## config.mk

```make
export PLATFORM = sky130hd
export DESIGN_NAME = clipped_colorkey_blitter_top
export DESIGN_NICKNAME = d
export VERILOG_FILES = /design/src/sv/ckb_pkg.sv /design/src/sv/clipped_colorkey_blitter_top.sv /design/src/sv/ckb_queue.sv /design/src/sv/ckb_front.sv /design/src/sv/ckb_back.sv
export SDC_FILE = /design/constraint.sdc
export NUM_CORES = 2
export LEC_CHECK = 0
export BUFFER_PORTS_ARGS = -buffer_cell sky130_fd_sc_hd__buf_2
export CORE_MARGIN = 3
export CORE_UTILIZATION = 45
export DETAILED_ROUTE_END_ITERATION = 16
export PLACE_DENSITY_LB_ADDON = 0.1
export SYNTH_ARGS = -nofsm -noshare
export SYNTH_HDL_FRONTEND = slang
export SYNTH_SLANG_ARGS = --single-unit
```

## constraint.sdc

```tcl
create_clock -name clock -period 9.9 [get_ports clock]
set_input_delay 0.99 -clock clock [delete_from_list [all_inputs] [get_ports clock]]
set_output_delay 0.99 -clock clock [all_outputs]
set_load 0.05 [all_outputs]
```

## src/sv/ckb_pkg.sv

```systemverilog
// Shared types and constants of the clipped color-key blitter.
// No dependencies; the front, back, top level and testbench import this package.
package ckb_pkg;

   // Configuration port
   localparam int CSR_DATA_W  = 12;
   localparam int CSR_INDEX_W = 3;

   typedef enum logic [CSR_INDEX_W-1:0] {
      CSR_CLIP_LEFT     = 3'd0,
      CSR_CLIP_TOP      = 3'd1,
      CSR_CLIP_WIDTH    = 3'd2,
      CSR_CLIP_HEIGHT   = 3'd3,
      CSR_SOURCE_WIDTH  = 3'd4,
      CSR_SOURCE_HEIGHT = 3'd5,
      CSR_TARGET_WIDTH  = 3'd6
   } csr_index_type;

   localparam logic [CSR_DATA_W-1:0] RST_CLIP_LEFT     = 12'd0;
   localparam logic [CSR_DATA_W-1:0] RST_CLIP_TOP      = 12'd0;
   localparam logic [CSR_DATA_W-1:0] RST_CLIP_WIDTH    = 12'd640;
   localparam logic [CSR_DATA_W-1:0] RST_CLIP_HEIGHT   = 12'd480;
   localparam logic [CSR_DATA_W-1:0] RST_SOURCE_WIDTH  = 12'd0;
   localparam logic [CSR_DATA_W-1:0] RST_SOURCE_HEIGHT = 12'd0;
   localparam logic [CSR_DATA_W-1:0] RST_TARGET_WIDTH  = 12'd640;

   // Defaults of the top-level parameters
   localparam int DEFAULT_MAX_DIM   = 2048;
   localparam int DEFAULT_ADDR_BITS = 22;

   // Field widths
   localparam int COORD_W = 16;
   localparam int PIXEL_W = 32;
   localparam int SPAN_W  = 12;
   // Signed width of the clamp arithmetic; covers 16-bit coordinates and sizes
   localparam int CALC_W  = 20;

   // Entries of the queue between front and back; also the credit limit
   localparam int Q_DEPTH = 8;

   // Pixel constants
   localparam logic [PIXEL_W-1:0] KEY_MASK     = 32'h0010_1010;
   localparam logic [PIXEL_W-1:0] RGB_MASK     = 32'h00FF_FFFF;
   localparam logic [PIXEL_W-1:0] ALPHA_OPAQUE = 32'hFF00_0000;

   typedef enum logic {
      CMD_START = 1'b0,
      CMD_PIXEL = 1'b1
   } cmd_type;

   // Classification of one queued item
   typedef struct packed {
      logic is_start;
      logic empty;
      logic key_enable;
   } blit_ctl_type;

endpackage

```

## src/sv/clipped_colorkey_blitter_top.sv

```systemverilog
// Clipped rectangle blitter with color key.
//
// Request channel (req_*): a start command (command 0) carries destination
// corner, source offset, size, color key and key enable; a pixel command
// (command 1) carries one source pixel of the clipped region in row order.
// Every request gives exactly one result on rsp_*: for a start the empty flag
// and the first source address, for a pixel its target address, the pixel
// with opaque alpha, the write enable and the last flag.
// Configuration (csr_*) takes a register index and 12-bit data; csr_ready is
// always high. Write registers only while no request is in flight.
// Path: the transfer loads the first of four front stages; clamping and
// address products pass through the other three, then the item goes through
// the queue into the result register.
// Throughput: one request per cycle while req_stall is low; the back stage
// updates the source and target pointers once per emitted pixel.
// Stalls: when rsp_stall holds, the result register holds and the queue
// fills; req_stall rises once 8 requests are in the front stages or queue.
// Reset clears in-flight requests, ends any blit and loads the register
// defaults; the block is ready in the next cycle.
module clipped_colorkey_blitter_top import ckb_pkg::*; #(
   parameter int MAX_DIM   = DEFAULT_MAX_DIM,
   parameter int ADDR_BITS = DEFAULT_ADDR_BITS
) (
   input  logic                      clock,
   input  logic                      reset,
   // request channel
   input  logic                      req_valid,
   output logic                      req_stall,
   input  logic                      req_command,
   input  logic signed [COORD_W-1:0] req_dest_x,
   input  logic signed [COORD_W-1:0] req_dest_y,
   input  logic signed [COORD_W-1:0] req_src_offset_x,
   input  logic signed [COORD_W-1:0] req_src_offset_y,
   input  logic        [COORD_W-1:0] req_rect_width,
   input  logic        [COORD_W-1:0] req_rect_height,
   input  logic        [PIXEL_W-1:0] req_key_color,
   input  logic                      req_key_enable,
   input  logic        [PIXEL_W-1:0] req_pixel_in,
   // result channel
   output logic                      rsp_valid,
   input  logic                      rsp_stall,
   output logic                      rsp_empty_res,
   output logic      [ADDR_BITS-1:0] rsp_next_src_addr,
   output logic      [ADDR_BITS-1:0] rsp_dest_addr,
   output logic        [PIXEL_W-1:0] rsp_pixel_out,
   output logic                      rsp_write_enable,
   output logic                      rsp_last,
   // configuration
   input  logic                      csr_valid,
   output logic                      csr_ready,
   input  logic    [CSR_INDEX_W-1:0] csr_index,
   input  logic     [CSR_DATA_W-1:0] csr_data
);

   localparam int DIM_W   = $clog2(MAX_DIM + 1);
   localparam int ENTRY_W = $bits(blit_ctl_type) + 2 * SPAN_W + 2 * ADDR_BITS + PIXEL_W;
   localparam logic [CSR_DATA_W:0] DIM_LIMIT = (CSR_DATA_W + 1)'(MAX_DIM);

   logic [CSR_DATA_W-1:0] clip_left_ff, clip_top_ff, clip_width_ff, clip_height_ff;
   logic [CSR_DATA_W-1:0] source_width_ff, source_height_ff, target_width_ff;

   logic [DIM_W-1:0] cl_c, ct_c, cw_c, ch_c, sw_c, sh_c, tw_c;

   logic                 q_push;
   blit_ctl_type         push_ctl;
   logic [SPAN_W-1:0]    push_span, push_rows;
   logic [ADDR_BITS-1:0] push_src_addr, push_dst_addr;
   logic [PIXEL_W-1:0]   push_data;
   logic [ENTRY_W-1:0]   q_push_data, q_pop_data;
   logic                 q_pop, q_not_empty, q_full;
   blit_ctl_type         q_ctl;
   logic [SPAN_W-1:0]    q_span, q_rows;
   logic [ADDR_BITS-1:0] q_src_addr, q_dst_addr;
   logic [PIXEL_W-1:0]   q_data;

   // Saturate a register value at the largest dimension
   function automatic logic [DIM_W-1:0] clip_dim(input logic [CSR_DATA_W-1:0] v);
      logic [CSR_DATA_W:0] w;
      w = {1'b0, v};
      if (w > DIM_LIMIT) begin
         w = DIM_LIMIT;
      end
      return w[DIM_W-1:0];
   endfunction

   assign csr_ready = 1'b1;

   // Register file
   always_ff @(posedge clock) begin
      if (reset) begin
         clip_left_ff     <= RST_CLIP_LEFT;
         clip_top_ff      <= RST_CLIP_TOP;
         clip_width_ff    <= RST_CLIP_WIDTH;
         clip_height_ff   <= RST_CLIP_HEIGHT;
         source_width_ff  <= RST_SOURCE_WIDTH;
         source_height_ff <= RST_SOURCE_HEIGHT;
         target_width_ff  <= RST_TARGET_WIDTH;
      end else if (csr_valid && csr_ready) begin
         unique case (csr_index_type'(csr_index))
            CSR_CLIP_LEFT:     clip_left_ff     <= csr_data;
            CSR_CLIP_TOP:      clip_top_ff      <= csr_data;
            CSR_CLIP_WIDTH:    clip_width_ff    <= csr_data;
            CSR_CLIP_HEIGHT:   clip_height_ff   <= csr_data;
            CSR_SOURCE_WIDTH:  source_width_ff  <= csr_data;
            CSR_SOURCE_HEIGHT: source_height_ff <= csr_data;
            CSR_TARGET_WIDTH:  target_width_ff  <= csr_data;
            default: ;
         endcase
      end
   end

   assign cl_c = clip_dim(clip_left_ff);
   assign ct_c = clip_dim(clip_top_ff);
   assign cw_c = clip_dim(clip_width_ff);
   assign ch_c = clip_dim(clip_height_ff);
   assign sw_c = clip_dim(source_width_ff);
   assign sh_c = clip_dim(source_height_ff);
   assign tw_c = clip_dim(target_width_ff);

   ckb_front #(
      .MAX_DIM   (MAX_DIM),
      .ADDR_BITS (ADDR_BITS)
   ) u_front (
      .clock            (clock),
      .reset            (reset),
      .req_valid        (req_valid),
      .req_stall        (req_stall),
      .req_command      (req_command),
      .req_dest_x       (req_dest_x),
      .req_dest_y       (req_dest_y),
      .req_src_offset_x (req_src_offset_x),
      .req_src_offset_y (req_src_offset_y),
      .req_rect_width   (req_rect_width),
      .req_rect_height  (req_rect_height),
      .req_key_color    (req_key_color),
      .req_key_enable   (req_key_enable),
      .req_pixel_in     (req_pixel_in),
      .clip_left        (cl_c),
      .clip_top         (ct_c),
      .clip_width       (cw_c),
      .clip_height      (ch_c),
      .source_width     (sw_c),
      .source_height    (sh_c),
      .target_width     (tw_c),
      .q_pop            (q_pop),
      .push_valid       (q_push),
      .push_ctl         (push_ctl),
      .push_span        (push_span),
      .push_rows        (push_rows),
      .push_src_addr    (push_src_addr),
      .push_dst_addr    (push_dst_addr),
      .push_data        (push_data)
   );

   // Pack and unpack queue entries
   assign q_push_data = {push_ctl, push_span, push_rows, push_src_addr, push_dst_addr,
                         push_data};
   assign {q_ctl, q_span, q_rows, q_src_addr, q_dst_addr, q_data} = q_pop_data;

   ckb_queue #(
      .WIDTH (ENTRY_W),
      .DEPTH (Q_DEPTH)
   ) u_queue (
      .clock     (clock),
      .reset     (reset),
      .push      (q_push),
      .push_data (q_push_data),
      .pop       (q_pop),
      .pop_data  (q_pop_data),
      .not_empty (q_not_empty),
      .full      (q_full)
   );

   ckb_back #(
      .MAX_DIM   (MAX_DIM),
      .ADDR_BITS (ADDR_BITS)
   ) u_back (
      .clock             (clock),
      .reset             (reset),
      .q_valid           (q_not_empty),
      .q_pop             (q_pop),
      .q_ctl             (q_ctl),
      .q_span            (q_span),
      .q_rows            (q_rows),
      .q_src_addr        (q_src_addr),
      .q_dst_addr        (q_dst_addr),
      .q_data            (q_data),
      .source_width      (sw_c),
      .target_width      (tw_c),
      .rsp_valid         (rsp_valid),
      .rsp_stall         (rsp_stall),
      .rsp_empty_res     (rsp_empty_res),
      .rsp_next_src_addr (rsp_next_src_addr),
      .rsp_dest_addr     (rsp_dest_addr),
      .rsp_pixel_out     (rsp_pixel_out),
      .rsp_write_enable  (rsp_write_enable),
      .rsp_last          (rsp_last)
   );

`ifndef SYNTH
   // Credits keep the queue from overflowing
   a_no_overflow: assert property (@(posedge clock) disable iff (reset)
      q_push |-> !q_full)
      else $error("queue push while full");

   // A full queue means every credit is taken
   a_full_stalls: assert property (@(posedge clock) disable iff (reset)
      q_full |-> req_stall)
      else $error("requests taken while queue full");

   // Every pop lands in the result register
   a_pop_loads: assert property (@(posedge clock) disable iff (reset)
      q_pop |=> rsp_valid)
      else $error("popped item lost before result");
`endif

endmodule

```

## src/sv/ckb_queue.sv

```systemverilog
// Small register FIFO that decouples the blitter front from its back.
// Depends on nothing but its parameters.
module ckb_queue #(
   parameter int WIDTH = 8,
   parameter int DEPTH = 8
) (
   input  logic             clock,
   input  logic             reset,
   input  logic             push,
   input  logic [WIDTH-1:0] push_data,
   input  logic             pop,
   output logic [WIDTH-1:0] pop_data,
   output logic             not_empty,
   output logic             full
);

   localparam int PTR_W = (DEPTH > 1) ? $clog2(DEPTH) : 1;
   localparam int CNT_W = $clog2(DEPTH + 1);

   logic [WIDTH-1:0] entry_ff [DEPTH];
   logic [PTR_W-1:0] wr_ptr_ff, wr_ptr_in;
   logic [PTR_W-1:0] rd_ptr_ff, rd_ptr_in;
   logic [CNT_W-1:0] count_ff, count_in;
   logic             do_push;
   logic             do_pop;

   assign not_empty = (count_ff != '0);
   assign full      = (count_ff == CNT_W'(DEPTH));
   assign do_push   = push & ~full;
   assign do_pop    = pop & not_empty;
   assign pop_data  = entry_ff[rd_ptr_ff];

   // Advance pointers with wrap at the depth
   always_comb begin
      wr_ptr_in = wr_ptr_ff;
      rd_ptr_in = rd_ptr_ff;
      if (do_push) begin
         wr_ptr_in = (wr_ptr_ff == PTR_W'(DEPTH - 1)) ? '0 : wr_ptr_ff + 1'b1;
      end
      if (do_pop) begin
         rd_ptr_in = (rd_ptr_ff == PTR_W'(DEPTH - 1)) ? '0 : rd_ptr_ff + 1'b1;
      end
      case ({do_push, do_pop})
         2'b10:   count_in = count_ff + 1'b1;
         2'b01:   count_in = count_ff - 1'b1;
         default: count_in = count_ff;
      endcase
   end

   always_ff @(posedge clock) begin
      if (reset) begin
         wr_ptr_ff <= '0;
         rd_ptr_ff <= '0;
         count_ff  <= '0;
      end else begin
         wr_ptr_ff <= wr_ptr_in;
         rd_ptr_ff <= rd_ptr_in;
         count_ff  <= count_in;
      end
   end

   // Store the entry being pushed
   always_ff @(posedge clock) begin
      if (do_push) begin
         entry_ff[wr_ptr_ff] <= push_data;
      end
   end

endmodule

```

## src/sv/ckb_front.sv

```systemverilog
// Blitter front: accepts requests, clamps start commands to the source image
// and clip rectangle and forms the first source and target addresses.
// Depends on ckb_pkg.
module ckb_front import ckb_pkg::*; #(
   parameter int MAX_DIM   = DEFAULT_MAX_DIM,
   parameter int ADDR_BITS = DEFAULT_ADDR_BITS,
   localparam int DIM_W    = $clog2(MAX_DIM + 1)
) (
   input  logic                       clock,
   input  logic                       reset,
   // request channel
   input  logic                       req_valid,
   output logic                       req_stall,
   input  logic                       req_command,
   input  logic signed [COORD_W-1:0]  req_dest_x,
   input  logic signed [COORD_W-1:0]  req_dest_y,
   input  logic signed [COORD_W-1:0]  req_src_offset_x,
   input  logic signed [COORD_W-1:0]  req_src_offset_y,
   input  logic        [COORD_W-1:0]  req_rect_width,
   input  logic        [COORD_W-1:0]  req_rect_height,
   input  logic        [PIXEL_W-1:0]  req_key_color,
   input  logic                       req_key_enable,
   input  logic        [PIXEL_W-1:0]  req_pixel_in,
   // clamped configuration
   input  logic        [DIM_W-1:0]    clip_left,
   input  logic        [DIM_W-1:0]    clip_top,
   input  logic        [DIM_W-1:0]    clip_width,
   input  logic        [DIM_W-1:0]    clip_height,
   input  logic        [DIM_W-1:0]    source_width,
   input  logic        [DIM_W-1:0]    source_height,
   input  logic        [DIM_W-1:0]    target_width,
   // queue side
   input  logic                       q_pop,
   output logic                       push_valid,
   output blit_ctl_type               push_ctl,
   output logic        [SPAN_W-1:0]   push_span,
   output logic        [SPAN_W-1:0]   push_rows,
   output logic        [ADDR_BITS-1:0] push_src_addr,
   output logic        [ADDR_BITS-1:0] push_dst_addr,
   output logic        [PIXEL_W-1:0]  push_data
);

   localparam int CRED_W = $clog2(Q_DEPTH + 1);
   localparam int PROD_W = 2 * DIM_W + 1;
   localparam int SUM_W  = (PROD_W + 1 > ADDR_BITS) ? PROD_W + 1 : ADDR_BITS;
   localparam int PAD_W  = CALC_W - DIM_W;
   localparam int CPAD_W = CALC_W - COORD_W;

   logic accept;

   // credit: items in the stages plus items in the queue
   logic [CRED_W-1:0] credit_ff, credit_in;

   // stage 1: captured request
   logic                      p1_valid_ff, p1_valid_in;
   cmd_type                   p1_cmd_ff;
   logic signed [COORD_W-1:0] p1_dx_ff, p1_dy_ff, p1_sx_ff, p1_sy_ff;
   logic        [COORD_W-1:0] p1_rw_ff, p1_rh_ff;
   logic        [PIXEL_W-1:0] p1_data_ff;
   logic                      p1_key_en_ff;

   logic signed [CALC_W-1:0] s1_ix, s1_iy, s1_rx, s1_ry, s1_rw, s1_rh;
   logic signed [CALC_W-1:0] s1_sw, s1_sh, s1_rw1, s1_rh1;
   logic signed [CALC_W-1:0] s1_ex, s1_ey, s1_cr, s1_cb;
   logic                     s1_empty;

   // stage 2: source-clamped rectangle
   logic                     p2_valid_ff, p2_valid_in;
   cmd_type                  p2_cmd_ff;
   logic       [PIXEL_W-1:0] p2_data_ff;
   logic                     p2_key_en_ff;
   logic signed [CALC_W-1:0] p2_ix_ff, p2_iy_ff, p2_rx_ff, p2_ry_ff;
   logic signed [CALC_W-1:0] p2_ex_ff, p2_ey_ff, p2_cr_ff, p2_cb_ff;
   logic                     p2_empty_ff;

   logic signed [CALC_W-1:0] s2_cl, s2_ct, s2_lft, s2_top, s2_rgt, s2_bot;
   logic signed [CALC_W-1:0] s2_wf, s2_hf, s2_ixf, s2_iyf;
   logic                     s2_empty;

   // stage 3: final rectangle
   logic                     p3_valid_ff, p3_valid_in;
   cmd_type                  p3_cmd_ff;
   logic       [PIXEL_W-1:0] p3_data_ff;
   logic                     p3_key_en_ff;
   logic                     p3_empty_ff;
   logic       [SPAN_W-1:0]  p3_span_ff, p3_rows_ff;
   logic       [DIM_W-1:0]   p3_ixf_ff, p3_iyf_ff;
   logic       [DIM_W:0]     p3_lft_ff, p3_top_ff;

   logic       [PROD_W-1:0]  s3_src_prod, s3_dst_prod;

   // stage 4: row products
   logic                     p4_valid_ff, p4_valid_in;
   cmd_type                  p4_cmd_ff;
   logic       [PIXEL_W-1:0] p4_data_ff;
   logic                     p4_key_en_ff;
   logic                     p4_empty_ff;
   logic       [SPAN_W-1:0]  p4_span_ff, p4_rows_ff;
   logic       [DIM_W-1:0]   p4_ixf_ff;
   logic       [DIM_W:0]     p4_lft_ff;
   logic       [PROD_W-1:0]  p4_src_prod_ff, p4_dst_prod_ff;

   logic       [SUM_W-1:0]   s4_src_sum, s4_dst_sum;

   // Stall the request side once every queue slot is spoken for
   assign req_stall = (credit_ff >= CRED_W'(Q_DEPTH));
   assign accept    = req_valid & ~req_stall;

   always_comb begin
      case ({accept, q_pop})
         2'b10:   credit_in = credit_ff + 1'b1;
         2'b01:   credit_in = credit_ff - 1'b1;
         default: credit_in = credit_ff;
      endcase
   end

   assign p1_valid_in = accept;
   assign p2_valid_in = p1_valid_ff;
   assign p3_valid_in = p2_valid_ff;
   assign p4_valid_in = p3_valid_ff;

   always_ff @(posedge clock) begin
      if (reset) begin
         credit_ff   <= '0;
         p1_valid_ff <= 1'b0;
         p2_valid_ff <= 1'b0;
         p3_valid_ff <= 1'b0;
         p4_valid_ff <= 1'b0;
      end else begin
         credit_ff   <= credit_in;
         p1_valid_ff <= p1_valid_in;
         p2_valid_ff <= p2_valid_in;
         p3_valid_ff <= p3_valid_in;
         p4_valid_ff <= p4_valid_in;
      end
   end

   // Capture the request; key and pixel share one data word
   always_ff @(posedge clock) begin
      if (accept) begin
         p1_cmd_ff    <= cmd_type'(req_command);
         p1_dx_ff     <= req_dest_x;
         p1_dy_ff     <= req_dest_y;
         p1_sx_ff     <= req_src_offset_x;
         p1_sy_ff     <= req_src_offset_y;
         p1_rw_ff     <= req_rect_width;
         p1_rh_ff     <= req_rect_height;
         p1_data_ff   <= (req_command == CMD_PIXEL) ? req_pixel_in : req_key_color;
         p1_key_en_ff <= req_key_enable;
      end
   end

   // Clamp offsets at zero and the size to the source image
   always_comb begin
      s1_ix  = (p1_sx_ff < 0) ? '0 : CALC_W'(p1_sx_ff);
      s1_iy  = (p1_sy_ff < 0) ? '0 : CALC_W'(p1_sy_ff);
      s1_rx  = CALC_W'(p1_dx_ff);
      s1_ry  = CALC_W'(p1_dy_ff);
      s1_rw  = $signed({{CPAD_W{1'b0}}, p1_rw_ff});
      s1_rh  = $signed({{CPAD_W{1'b0}}, p1_rh_ff});
      s1_sw  = $signed({{PAD_W{1'b0}}, source_width});
      s1_sh  = $signed({{PAD_W{1'b0}}, source_height});
      s1_rw1 = (s1_ix + s1_rw > s1_sw) ? s1_sw - s1_ix : s1_rw;
      s1_rh1 = (s1_iy + s1_rh > s1_sh) ? s1_sh - s1_iy : s1_rh;
      s1_empty = (s1_rw1 <= 0) || (s1_rh1 <= 0);
      s1_ex  = s1_rx + s1_rw1;
      s1_ey  = s1_ry + s1_rh1;
      s1_cr  = $signed({{PAD_W{1'b0}}, clip_left}) + $signed({{PAD_W{1'b0}}, clip_width});
      s1_cb  = $signed({{PAD_W{1'b0}}, clip_top}) + $signed({{PAD_W{1'b0}}, clip_height});
   end

   always_ff @(posedge clock) begin
      p2_cmd_ff    <= p1_cmd_ff;
      p2_data_ff   <= p1_data_ff;
      p2_key_en_ff <= p1_key_en_ff;
      p2_ix_ff     <= s1_ix;
      p2_iy_ff     <= s1_iy;
      p2_rx_ff     <= s1_rx;
      p2_ry_ff     <= s1_ry;
      p2_ex_ff     <= s1_ex;
      p2_ey_ff     <= s1_ey;
      p2_cr_ff     <= s1_cr;
      p2_cb_ff     <= s1_cb;
      p2_empty_ff  <= s1_empty;
   end

   // Clip to the clip rectangle; near edges move in to the clip corner, far edges are cut at its right and bottom
   always_comb begin
      s2_cl  = $signed({{PAD_W{1'b0}}, clip_left});
      s2_ct  = $signed({{PAD_W{1'b0}}, clip_top});
      s2_lft = (p2_rx_ff < s2_cl) ? s2_cl : p2_rx_ff;
      s2_top = (p2_ry_ff < s2_ct) ? s2_ct : p2_ry_ff;
      s2_rgt = (p2_ex_ff > p2_cr_ff) ? p2_cr_ff : p2_ex_ff;
      s2_bot = (p2_ey_ff > p2_cb_ff) ? p2_cb_ff : p2_ey_ff;
      s2_wf  = s2_rgt - s2_lft;
      s2_hf  = s2_bot - s2_top;
      s2_ixf = p2_ix_ff + (s2_lft - p2_rx_ff);
      s2_iyf = p2_iy_ff + (s2_top - p2_ry_ff);
      s2_empty = p2_empty_ff || (p2_rx_ff > p2_cr_ff) || (p2_ry_ff > p2_cb_ff) ||
                 (p2_ex_ff < 0) || (p2_ey_ff < 0) || (s2_wf <= 0) || (s2_hf <= 0);
   end

   always_ff @(posedge clock) begin
      p3_cmd_ff    <= p2_cmd_ff;
      p3_data_ff   <= p2_data_ff;
      p3_key_en_ff <= p2_key_en_ff;
      p3_empty_ff  <= s2_empty;
      p3_span_ff   <= s2_wf[SPAN_W-1:0];
      p3_rows_ff   <= s2_hf[SPAN_W-1:0];
      p3_ixf_ff    <= s2_ixf[DIM_W-1:0];
      p3_iyf_ff    <= s2_iyf[DIM_W-1:0];
      p3_lft_ff    <= s2_lft[DIM_W:0];
      p3_top_ff    <= s2_top[DIM_W:0];
   end

   // Row offsets of source and target
   assign s3_src_prod = {{(DIM_W + 1){1'b0}}, p3_iyf_ff} * {{(DIM_W + 1){1'b0}}, source_width};
   assign s3_dst_prod = {{DIM_W{1'b0}}, p3_top_ff} * {{(DIM_W + 1){1'b0}}, target_width};

   always_ff @(posedge clock) begin
      p4_cmd_ff      <= p3_cmd_ff;
      p4_data_ff     <= p3_data_ff;
      p4_key_en_ff   <= p3_key_en_ff;
      p4_empty_ff    <= p3_empty_ff;
      p4_span_ff     <= p3_span_ff;
      p4_rows_ff     <= p3_rows_ff;
      p4_ixf_ff      <= p3_ixf_ff;
      p4_lft_ff      <= p3_lft_ff;
      p4_src_prod_ff <= s3_src_prod;
      p4_dst_prod_ff <= s3_dst_prod;
   end

   // Add the column and hand the item to the queue
   assign s4_src_sum = SUM_W'(p4_src_prod_ff) + SUM_W'(p4_ixf_ff);
   assign s4_dst_sum = SUM_W'(p4_dst_prod_ff) + SUM_W'(p4_lft_ff);

   assign push_valid          = p4_valid_ff;
   assign push_ctl.is_start   = (p4_cmd_ff == CMD_START);
   assign push_ctl.empty      = p4_empty_ff;
   assign push_ctl.key_enable = p4_key_en_ff;
   assign push_span           = p4_span_ff;
   assign push_rows           = p4_rows_ff;
   assign push_src_addr       = s4_src_sum[ADDR_BITS-1:0];
   assign push_dst_addr       = s4_dst_sum[ADDR_BITS-1:0];
   assign push_data           = p4_data_ff;

endmodule

```

## src/sv/ckb_back.sv

```systemverilog
// Blitter back: walks the clipped region one pixel per transfer, applies the
// color key and holds the result register. Depends on ckb_pkg.
module ckb_back import ckb_pkg::*; #(
   parameter int MAX_DIM   = DEFAULT_MAX_DIM,
   parameter int ADDR_BITS = DEFAULT_ADDR_BITS,
   localparam int DIM_W    = $clog2(MAX_DIM + 1)
) (
   input  logic                 clock,
   input  logic                 reset,
   // queue side
   input  logic                 q_valid,
   output logic                 q_pop,
   input  blit_ctl_type         q_ctl,
   input  logic [SPAN_W-1:0]    q_span,
   input  logic [SPAN_W-1:0]    q_rows,
   input  logic [ADDR_BITS-1:0] q_src_addr,
   input  logic [ADDR_BITS-1:0] q_dst_addr,
   input  logic [PIXEL_W-1:0]   q_data,
   // clamped strides
   input  logic [DIM_W-1:0]     source_width,
   input  logic [DIM_W-1:0]     target_width,
   // result channel
   output logic                 rsp_valid,
   input  logic                 rsp_stall,
   output logic                 rsp_empty_res,
   output logic [ADDR_BITS-1:0] rsp_next_src_addr,
   output logic [ADDR_BITS-1:0] rsp_dest_addr,
   output logic [PIXEL_W-1:0]   rsp_pixel_out,
   output logic                 rsp_write_enable,
   output logic                 rsp_last
);

   localparam int EXT_W = (ADDR_BITS > SPAN_W + 1) ? ADDR_BITS : SPAN_W + 1;

   // blit state
   logic                 active_ff, active_in;
   logic [SPAN_W-1:0]    span_ff, span_in;
   logic [SPAN_W-1:0]    rows_ff, rows_in;
   logic [SPAN_W-1:0]    col_ff, col_in;
   logic [ADDR_BITS-1:0] src_ptr_ff, src_ptr_in;
   logic [ADDR_BITS-1:0] dst_ptr_ff, dst_ptr_in;
   logic [PIXEL_W-1:0]   key_ff, key_in;
   logic                 key_en_ff, key_en_in;

   // result register
   logic                 rsp_valid_ff, rsp_valid_in;
   logic                 r_empty;
   logic [ADDR_BITS-1:0] r_next_src;
   logic [ADDR_BITS-1:0] r_dest;
   logic [PIXEL_W-1:0]   r_pixel;
   logic                 r_we;
   logic                 r_last;
   logic                 rsp_empty_ff;
   logic [ADDR_BITS-1:0] rsp_next_src_ff;
   logic [ADDR_BITS-1:0] rsp_dest_ff;
   logic [PIXEL_W-1:0]   rsp_pixel_ff;
   logic                 rsp_we_ff;
   logic                 rsp_last_ff;

   // step helpers
   logic [EXT_W-1:0]     src_skip_ext, dst_skip_ext;
   logic [SPAN_W:0]      col_inc;
   logic                 row_end;
   logic [SPAN_W-1:0]    rows_dec;
   logic [ADDR_BITS-1:0] src_adv, dst_adv;
   logic                 keyed;

   // Take an item when the result register is free or being drained
   assign q_pop = q_valid & (~rsp_valid_ff | ~rsp_stall);

   // Jump from the end of one row to the start of the next, using the current strides
   assign src_skip_ext = EXT_W'(source_width) - EXT_W'(span_ff) + EXT_W'(1);
   assign dst_skip_ext = EXT_W'(target_width) - EXT_W'(span_ff) + EXT_W'(1);

   assign col_inc  = {1'b0, col_ff} + 1'b1;
   assign row_end  = (col_inc >= {1'b0, span_ff});
   assign rows_dec = rows_ff - 1'b1;
   assign src_adv  = src_ptr_ff + (row_end ? src_skip_ext[ADDR_BITS-1:0] : ADDR_BITS'(1));
   assign dst_adv  = dst_ptr_ff + (row_end ? dst_skip_ext[ADDR_BITS-1:0] : ADDR_BITS'(1));
   assign keyed    = key_en_ff && (((q_data ^ key_ff) & KEY_MASK) == '0);

   always_comb begin
      active_in   = active_ff;
      span_in     = span_ff;
      rows_in     = rows_ff;
      col_in      = col_ff;
      src_ptr_in  = src_ptr_ff;
      dst_ptr_in  = dst_ptr_ff;
      key_in      = key_ff;
      key_en_in   = key_en_ff;
      r_empty     = 1'b0;
      r_next_src  = '0;
      r_dest      = '0;
      r_pixel     = '0;
      r_we        = 1'b0;
      r_last      = 1'b0;
      if (q_pop) begin
         if (q_ctl.is_start) begin
            // Load a new blit, dropping any running one
            key_in    = q_data;
            key_en_in = q_ctl.key_enable;
            col_in    = '0;
            r_empty   = q_ctl.empty;
            if (q_ctl.empty) begin
               active_in  = 1'b0;
               span_in    = '0;
               rows_in    = '0;
               src_ptr_in = '0;
               dst_ptr_in = '0;
            end else begin
               active_in   = 1'b1;
               span_in     = q_span;
               rows_in     = q_rows;
               src_ptr_in  = q_src_addr;
               dst_ptr_in  = q_dst_addr;
               r_next_src  = q_src_addr;
            end
         end else if (!active_ff || span_ff == '0 || rows_ff == '0) begin
            // Drop a pixel that arrives with no blit running
            active_in = 1'b0;
         end else begin
            // Emit one pixel and advance both pointers
            r_dest     = dst_ptr_ff;
            r_pixel    = (q_data & RGB_MASK) | ALPHA_OPAQUE;
            r_we       = ~keyed;
            src_ptr_in = src_adv;
            dst_ptr_in = dst_adv;
            col_in     = row_end ? '0 : col_inc[SPAN_W-1:0];
            if (row_end) begin
               rows_in = rows_dec;
            end
            if (row_end && rows_dec == '0) begin
               active_in = 1'b0;
               r_last    = 1'b1;
            end else begin
               r_next_src = src_adv;
            end
         end
      end
   end

   assign rsp_valid_in = q_pop | (rsp_valid_ff & rsp_stall);

   always_ff @(posedge clock) begin
      if (reset) begin
         active_ff    <= 1'b0;
         rsp_valid_ff <= 1'b0;
      end else begin
         active_ff    <= active_in;
         rsp_valid_ff <= rsp_valid_in;
      end
   end

   // Hold blit state and the result payload
   always_ff @(posedge clock) begin
      span_ff     <= span_in;
      rows_ff     <= rows_in;
      col_ff      <= col_in;
      src_ptr_ff  <= src_ptr_in;
      dst_ptr_ff  <= dst_ptr_in;
      key_ff      <= key_in;
      key_en_ff   <= key_en_in;
      if (q_pop) begin
         rsp_empty_ff    <= r_empty;
         rsp_next_src_ff <= r_next_src;
         rsp_dest_ff     <= r_dest;
         rsp_pixel_ff    <= r_pixel;
         rsp_we_ff       <= r_we;
         rsp_last_ff     <= r_last;
      end
   end

   assign rsp_valid         = rsp_valid_ff;
   assign rsp_empty_res     = rsp_empty_ff;
   assign rsp_next_src_addr = rsp_next_src_ff;
   assign rsp_dest_addr     = rsp_dest_ff;
   assign rsp_pixel_out     = rsp_pixel_ff;
   assign rsp_write_enable  = rsp_we_ff;
   assign rsp_last          = rsp_last_ff;

endmodule

```

==> metrics list <==
- The run finished with clean final reports.
- After layout, the worst path uses 84.9% of the clock period.
* Kind of start point of the critical path: register
- Gates resized, CTS repair: 0
- Count of final hold-check violations: 0
- For this run, the number of Yosys warnings is 0.
* DP Wirelength: 133 mm
- At the later pin of the worst-skew pair, clock insertion delay measures 800 ps.
* Largest cells by area after synthesis: sky130_fd_sc_hd__edfxtp_1 41%, sky130_fd_sc_hd__dfxtp_1 12%, sky130_fd_sc_hd__ha_1 8.1%
- Drt pass-1 iters: 5
- IO buf count: 246
* Critical Path AT: 9120 ps
- After routing the design area is 0.0861 mm^2.
* Area share of the largest cell type after synthesis: 40.7%
- For this design the static power due to leakage is 0.0338 uW.
- Row generation in the floorplan step produced 150 rows.
- Via count: 47065
* Maximum cell stage delay along the critical path: 660 ps
- Filler cell count: 14618
- The netlist uses 92 different library cells.
- Pwr per Cell Area: 267 mW/mm^2
- Total power for the finished layout comes to 23000 uW.
* Global placement routability congestion: 0.881
- Max capacitance violation total: 0
* Worst-case clock skew: 47.5 ps
- Grouping stages by cell kind, the critical path spends the most delay in compound AO/OA/AOI/OAI gates.
- Number of I/O pins: 264
- Area leader, netlist: sky130_fd_sc_hd__edfxtp_1
- Async SR Flop Fraction: 0%
- In the final routed layout, each cell accounts on average for 21.3 um.
* Largest buffer count on any clock path: 3
- Critical path class: register to register
- Number of enable flip-flop cells after synthesis: 1038
- Area growth syn-to-layout: 12.5%
* Hold-fix buffers, CTS: 0
- Headroom to the max-slew limit came out at 21.1%.
* Nature of the critical path endpoint: register
- Per-instance average area after synthesis: 12.4 um^2
- The detail route stage leaves a number of antenna-violating nets equal to 0.
* Crit path max fanout: 18
- The mapped netlist covers 0.0766 mm^2.
- After clock tree synthesis, the clock-pin slew on the worst setup and hold paths is 60 ps.
* Grt ovf: 0
- Largest net degree at the start of global routing: 85
- From bottom edge to top edge, the die measures 418 um.
- The clock tree synthesis step divided the H-tree into 4 levels.
- The post-route netlist has 13.6% of its cells at a drive strength greater than 1.
* Synthesized flop and latch total: 1515
* Number of DRC markers in iteration 0: 3214
- 0 antenna diodes ended up in the layout.
- The initial antenna violation count is 1.
* Share of the yosys chip area belonging to registers: 53.2%
* Total setup buffers inserted after CTS: 0
* Time the final worst path needs with I/O delays and setup: 8410 ps
* Post-Syn Nets: 7108
- From left edge to right edge, the die measures 418 um.
- The die covers 0.175 mm^2.
* Final routed DRC violation total: 0
* HP Class: register to register
* Cell with the most instances on the worst path: sky130_fd_sc_hd__o21ai_0
* Via count of the first global-routing pass: 48198
* Worst IR Drop VDD: 0.169 mV
* Clock buffer count from CTS: 161
- Counting every instance in the synthesized netlist gives 6184.
* WL final: 187 mm
- Global-route wire length before repair: 287 mm
- Using the TritonRoute via totals, the vias-per-cell ratio works out to 5.34.
- Initial core utilization: 45.5%
- The root buffer cell chosen for the clock tree is sky130_fd_sc_hd__clkbuf_16.
- Final net count: 7390
* Global-route usage over all layers: 21.5%
- Commonest register cell after synthesis: sky130_fd_sc_hd__edfxtp_1
- Core region area: 0.168 mm^2
- The placed instances occupy a cell area of 0.0804 mm^2.
- Worst-margin pin slew: 1180 ps
- TritonCTS built the clock tree.
- Critical Path Slowest Stage Cell: sky130_fd_sc_hd__edfxtp_1
- Max Slew Vio Count: 0
- Final worst hold slack: 322 ps
- CTS Sinks: 1515
- The number of buffers and inverters on the critical path is 2.
* Setup repair after global routing missed its margin: false
- Timing would allow up to 0.119 GHz.
- Total Negative Setup Slacks: 0 ps
* Final setup violation count: 0
- At the worst endpoint, the required time is 10610 ps.
## final cells by class
| class | instances | area [um^2] | share of cell area, % |
|---|---|---|---|
| Inverter | 605 | 2280 | 2.65 |
| Timing Repair Buffer | 318 | 1770 | 2.06 |
| Multi-Input combinational cell | 3865 | 32900 | 38.2 |
| Sequential cell | 1515 | 40700 | 47.3 |
| Tap cell | 2204 | 2760 | 3.20 |
| Clock buffer | 235 | 4810 | 5.58 |
| Clock inverter | 68 | 861 | 1.00 |
## cells in the final DEF (no fill, tap or decap), types with 75 or more instances in the layout
| master | instances |
|---|---|
| sky130_fd_sc_hd__edfxtp_1 | 1038 |
| sky130_fd_sc_hd__nand2_1 | 641 |
| sky130_fd_sc_hd__inv_1 | 603 |
| sky130_fd_sc_hd__ha_1 | 495 |
| sky130_fd_sc_hd__dfxtp_1 | 474 |
| sky130_fd_sc_hd__nor2_1 | 311 |
| sky130_fd_sc_hd__a21oi_1 | 270 |
| sky130_fd_sc_hd__fa_1 | 247 |
| sky130_fd_sc_hd__buf_2 | 245 |
| sky130_fd_sc_hd__o21ai_0 | 225 |
| sky130_fd_sc_hd__mux4_2 | 190 |
| sky130_fd_sc_hd__xnor2_1 | 186 |
| sky130_fd_sc_hd__clkbuf_16 | 171 |
| sky130_fd_sc_hd__nor2b_1 | 136 |
| sky130_fd_sc_hd__a21o_1 | 103 |
| sky130_fd_sc_hd__xor2_1 | 93 |
| sky130_fd_sc_hd__mux2i_1 | 86 |
| sky130_fd_sc_hd__and2_1 | 85 |
| sky130_fd_sc_hd__nor3_1 | 79 |
| sky130_fd_sc_hd__nand2b_1 | 75 |
## cell families after synthesis
kind of cell             count (synthesis)  share of synthesized area (%)
XOR/XNOR                               280                           3.22
flip-flops                            1515                           53.2
other                                    1                        0.00490
multiplexers                           352                           7.83
AND/OR/NAND/NOR                       1586                           9.76
AO/OA/AOI/OAI                          903                           7.46
adder cells (fa/ha/maj)                743                           14.6
buffers and inverters                  804                           3.98
## worst register-to-register path: cells and delay by family (launching register included)
family	cells	cell delay, ps
compound gates	20	4940
xor+xnor	1	160
fa+ha+maj	3	770
buf+inv	2	340
flops	1	660
mux	1	380
simple gates	6	1080
## synthesized netlist by cell type (all sizes together), types with 63 or more instances
library cell	number
inv	605
ha	495
xnor2	186
nand3	63
a21oi	272
mux4	190
dfxtp	477
a21o	103
o21ai	232
nor2b	137
nand2b	76
xor2	93
clkbuf	152
mux2i	87
edfxtp	1038
mux2	75
nor2	316
nor3	83
fa	247
nand2	642
and2	85
## layer usage
metal	track usage, %	vias up	routed length [um]
met5	0	-	0
met2	36.4	959	89700
met4	6.46	0	5410
met3	2.82	263	7380
li1	-	22450	-
met1	28.8	23393	84700
## registers in the layout, summed over array words and instances (netlist names), 20 cells and up, named ones only
name / cells
u_back.dst_ptr_ff: 22
u_front.p4_src_prod_ff: 22
u_front.p2_data_ff: 24
u_front.p2_ex_ff: 20
u_front.p3_data_ff: 24
u_back.rsp_dest_addr: 22
u_back.rsp_next_src_addr: 22
u_back.src_ptr_ff: 22
u_front.p2_ey_ff: 20
u_front.p1_data_ff: 24
u_queue.entry_ff: 760
u_back.rsp_pixel_out: 25
u_front.push_data: 24
u_front.p4_dst_prod_ff: 22
## power by group
| part | switching [uW] | internal, uW | total (uW) |
|---|---|---|---|
| sequential | 762 | 8210 | 8970 |
| clock | 2570 | 3680 | 6250 |
| combinational | 4750 | 3030 | 7780 |
## path summary, 6_finish.rpt
check / slack, ps / startpoint / to / cells after the start
worst max-delay path: 1490 / u_front.p1_sy_ff[15]$_DFFE_PP_ / u_front.p2_ey_ff[18]$_DFF_P_ / 33
worst min-delay path: 320 / u_front.p3_lft_ff[5]$_DFF_P_ / u_front.p4_lft_ff[5]$_DFF_P_ / 0
worst max register to register: 1490 / u_front.p1_sy_ff[15]$_DFFE_PP_ / u_front.p2_ey_ff[18]$_DFF_P_ / 33
worst min register to register: 320 / u_front.p3_lft_ff[5]$_DFF_P_ / u_front.p4_lft_ff[5]$_DFF_P_ / 0
## through the flow
stage	instances	utilization, %	setup WS [ps]
after detailed placement	8507	47.8	1630
final	8810	51.2	1490
after global placement	8507	47.8	1730
after global routing	8810	51.2	863
after CTS	8810	51.2	1520
after floorplan	6184	-	1990
No activity file was read; power rests on OpenSTA's default activity.
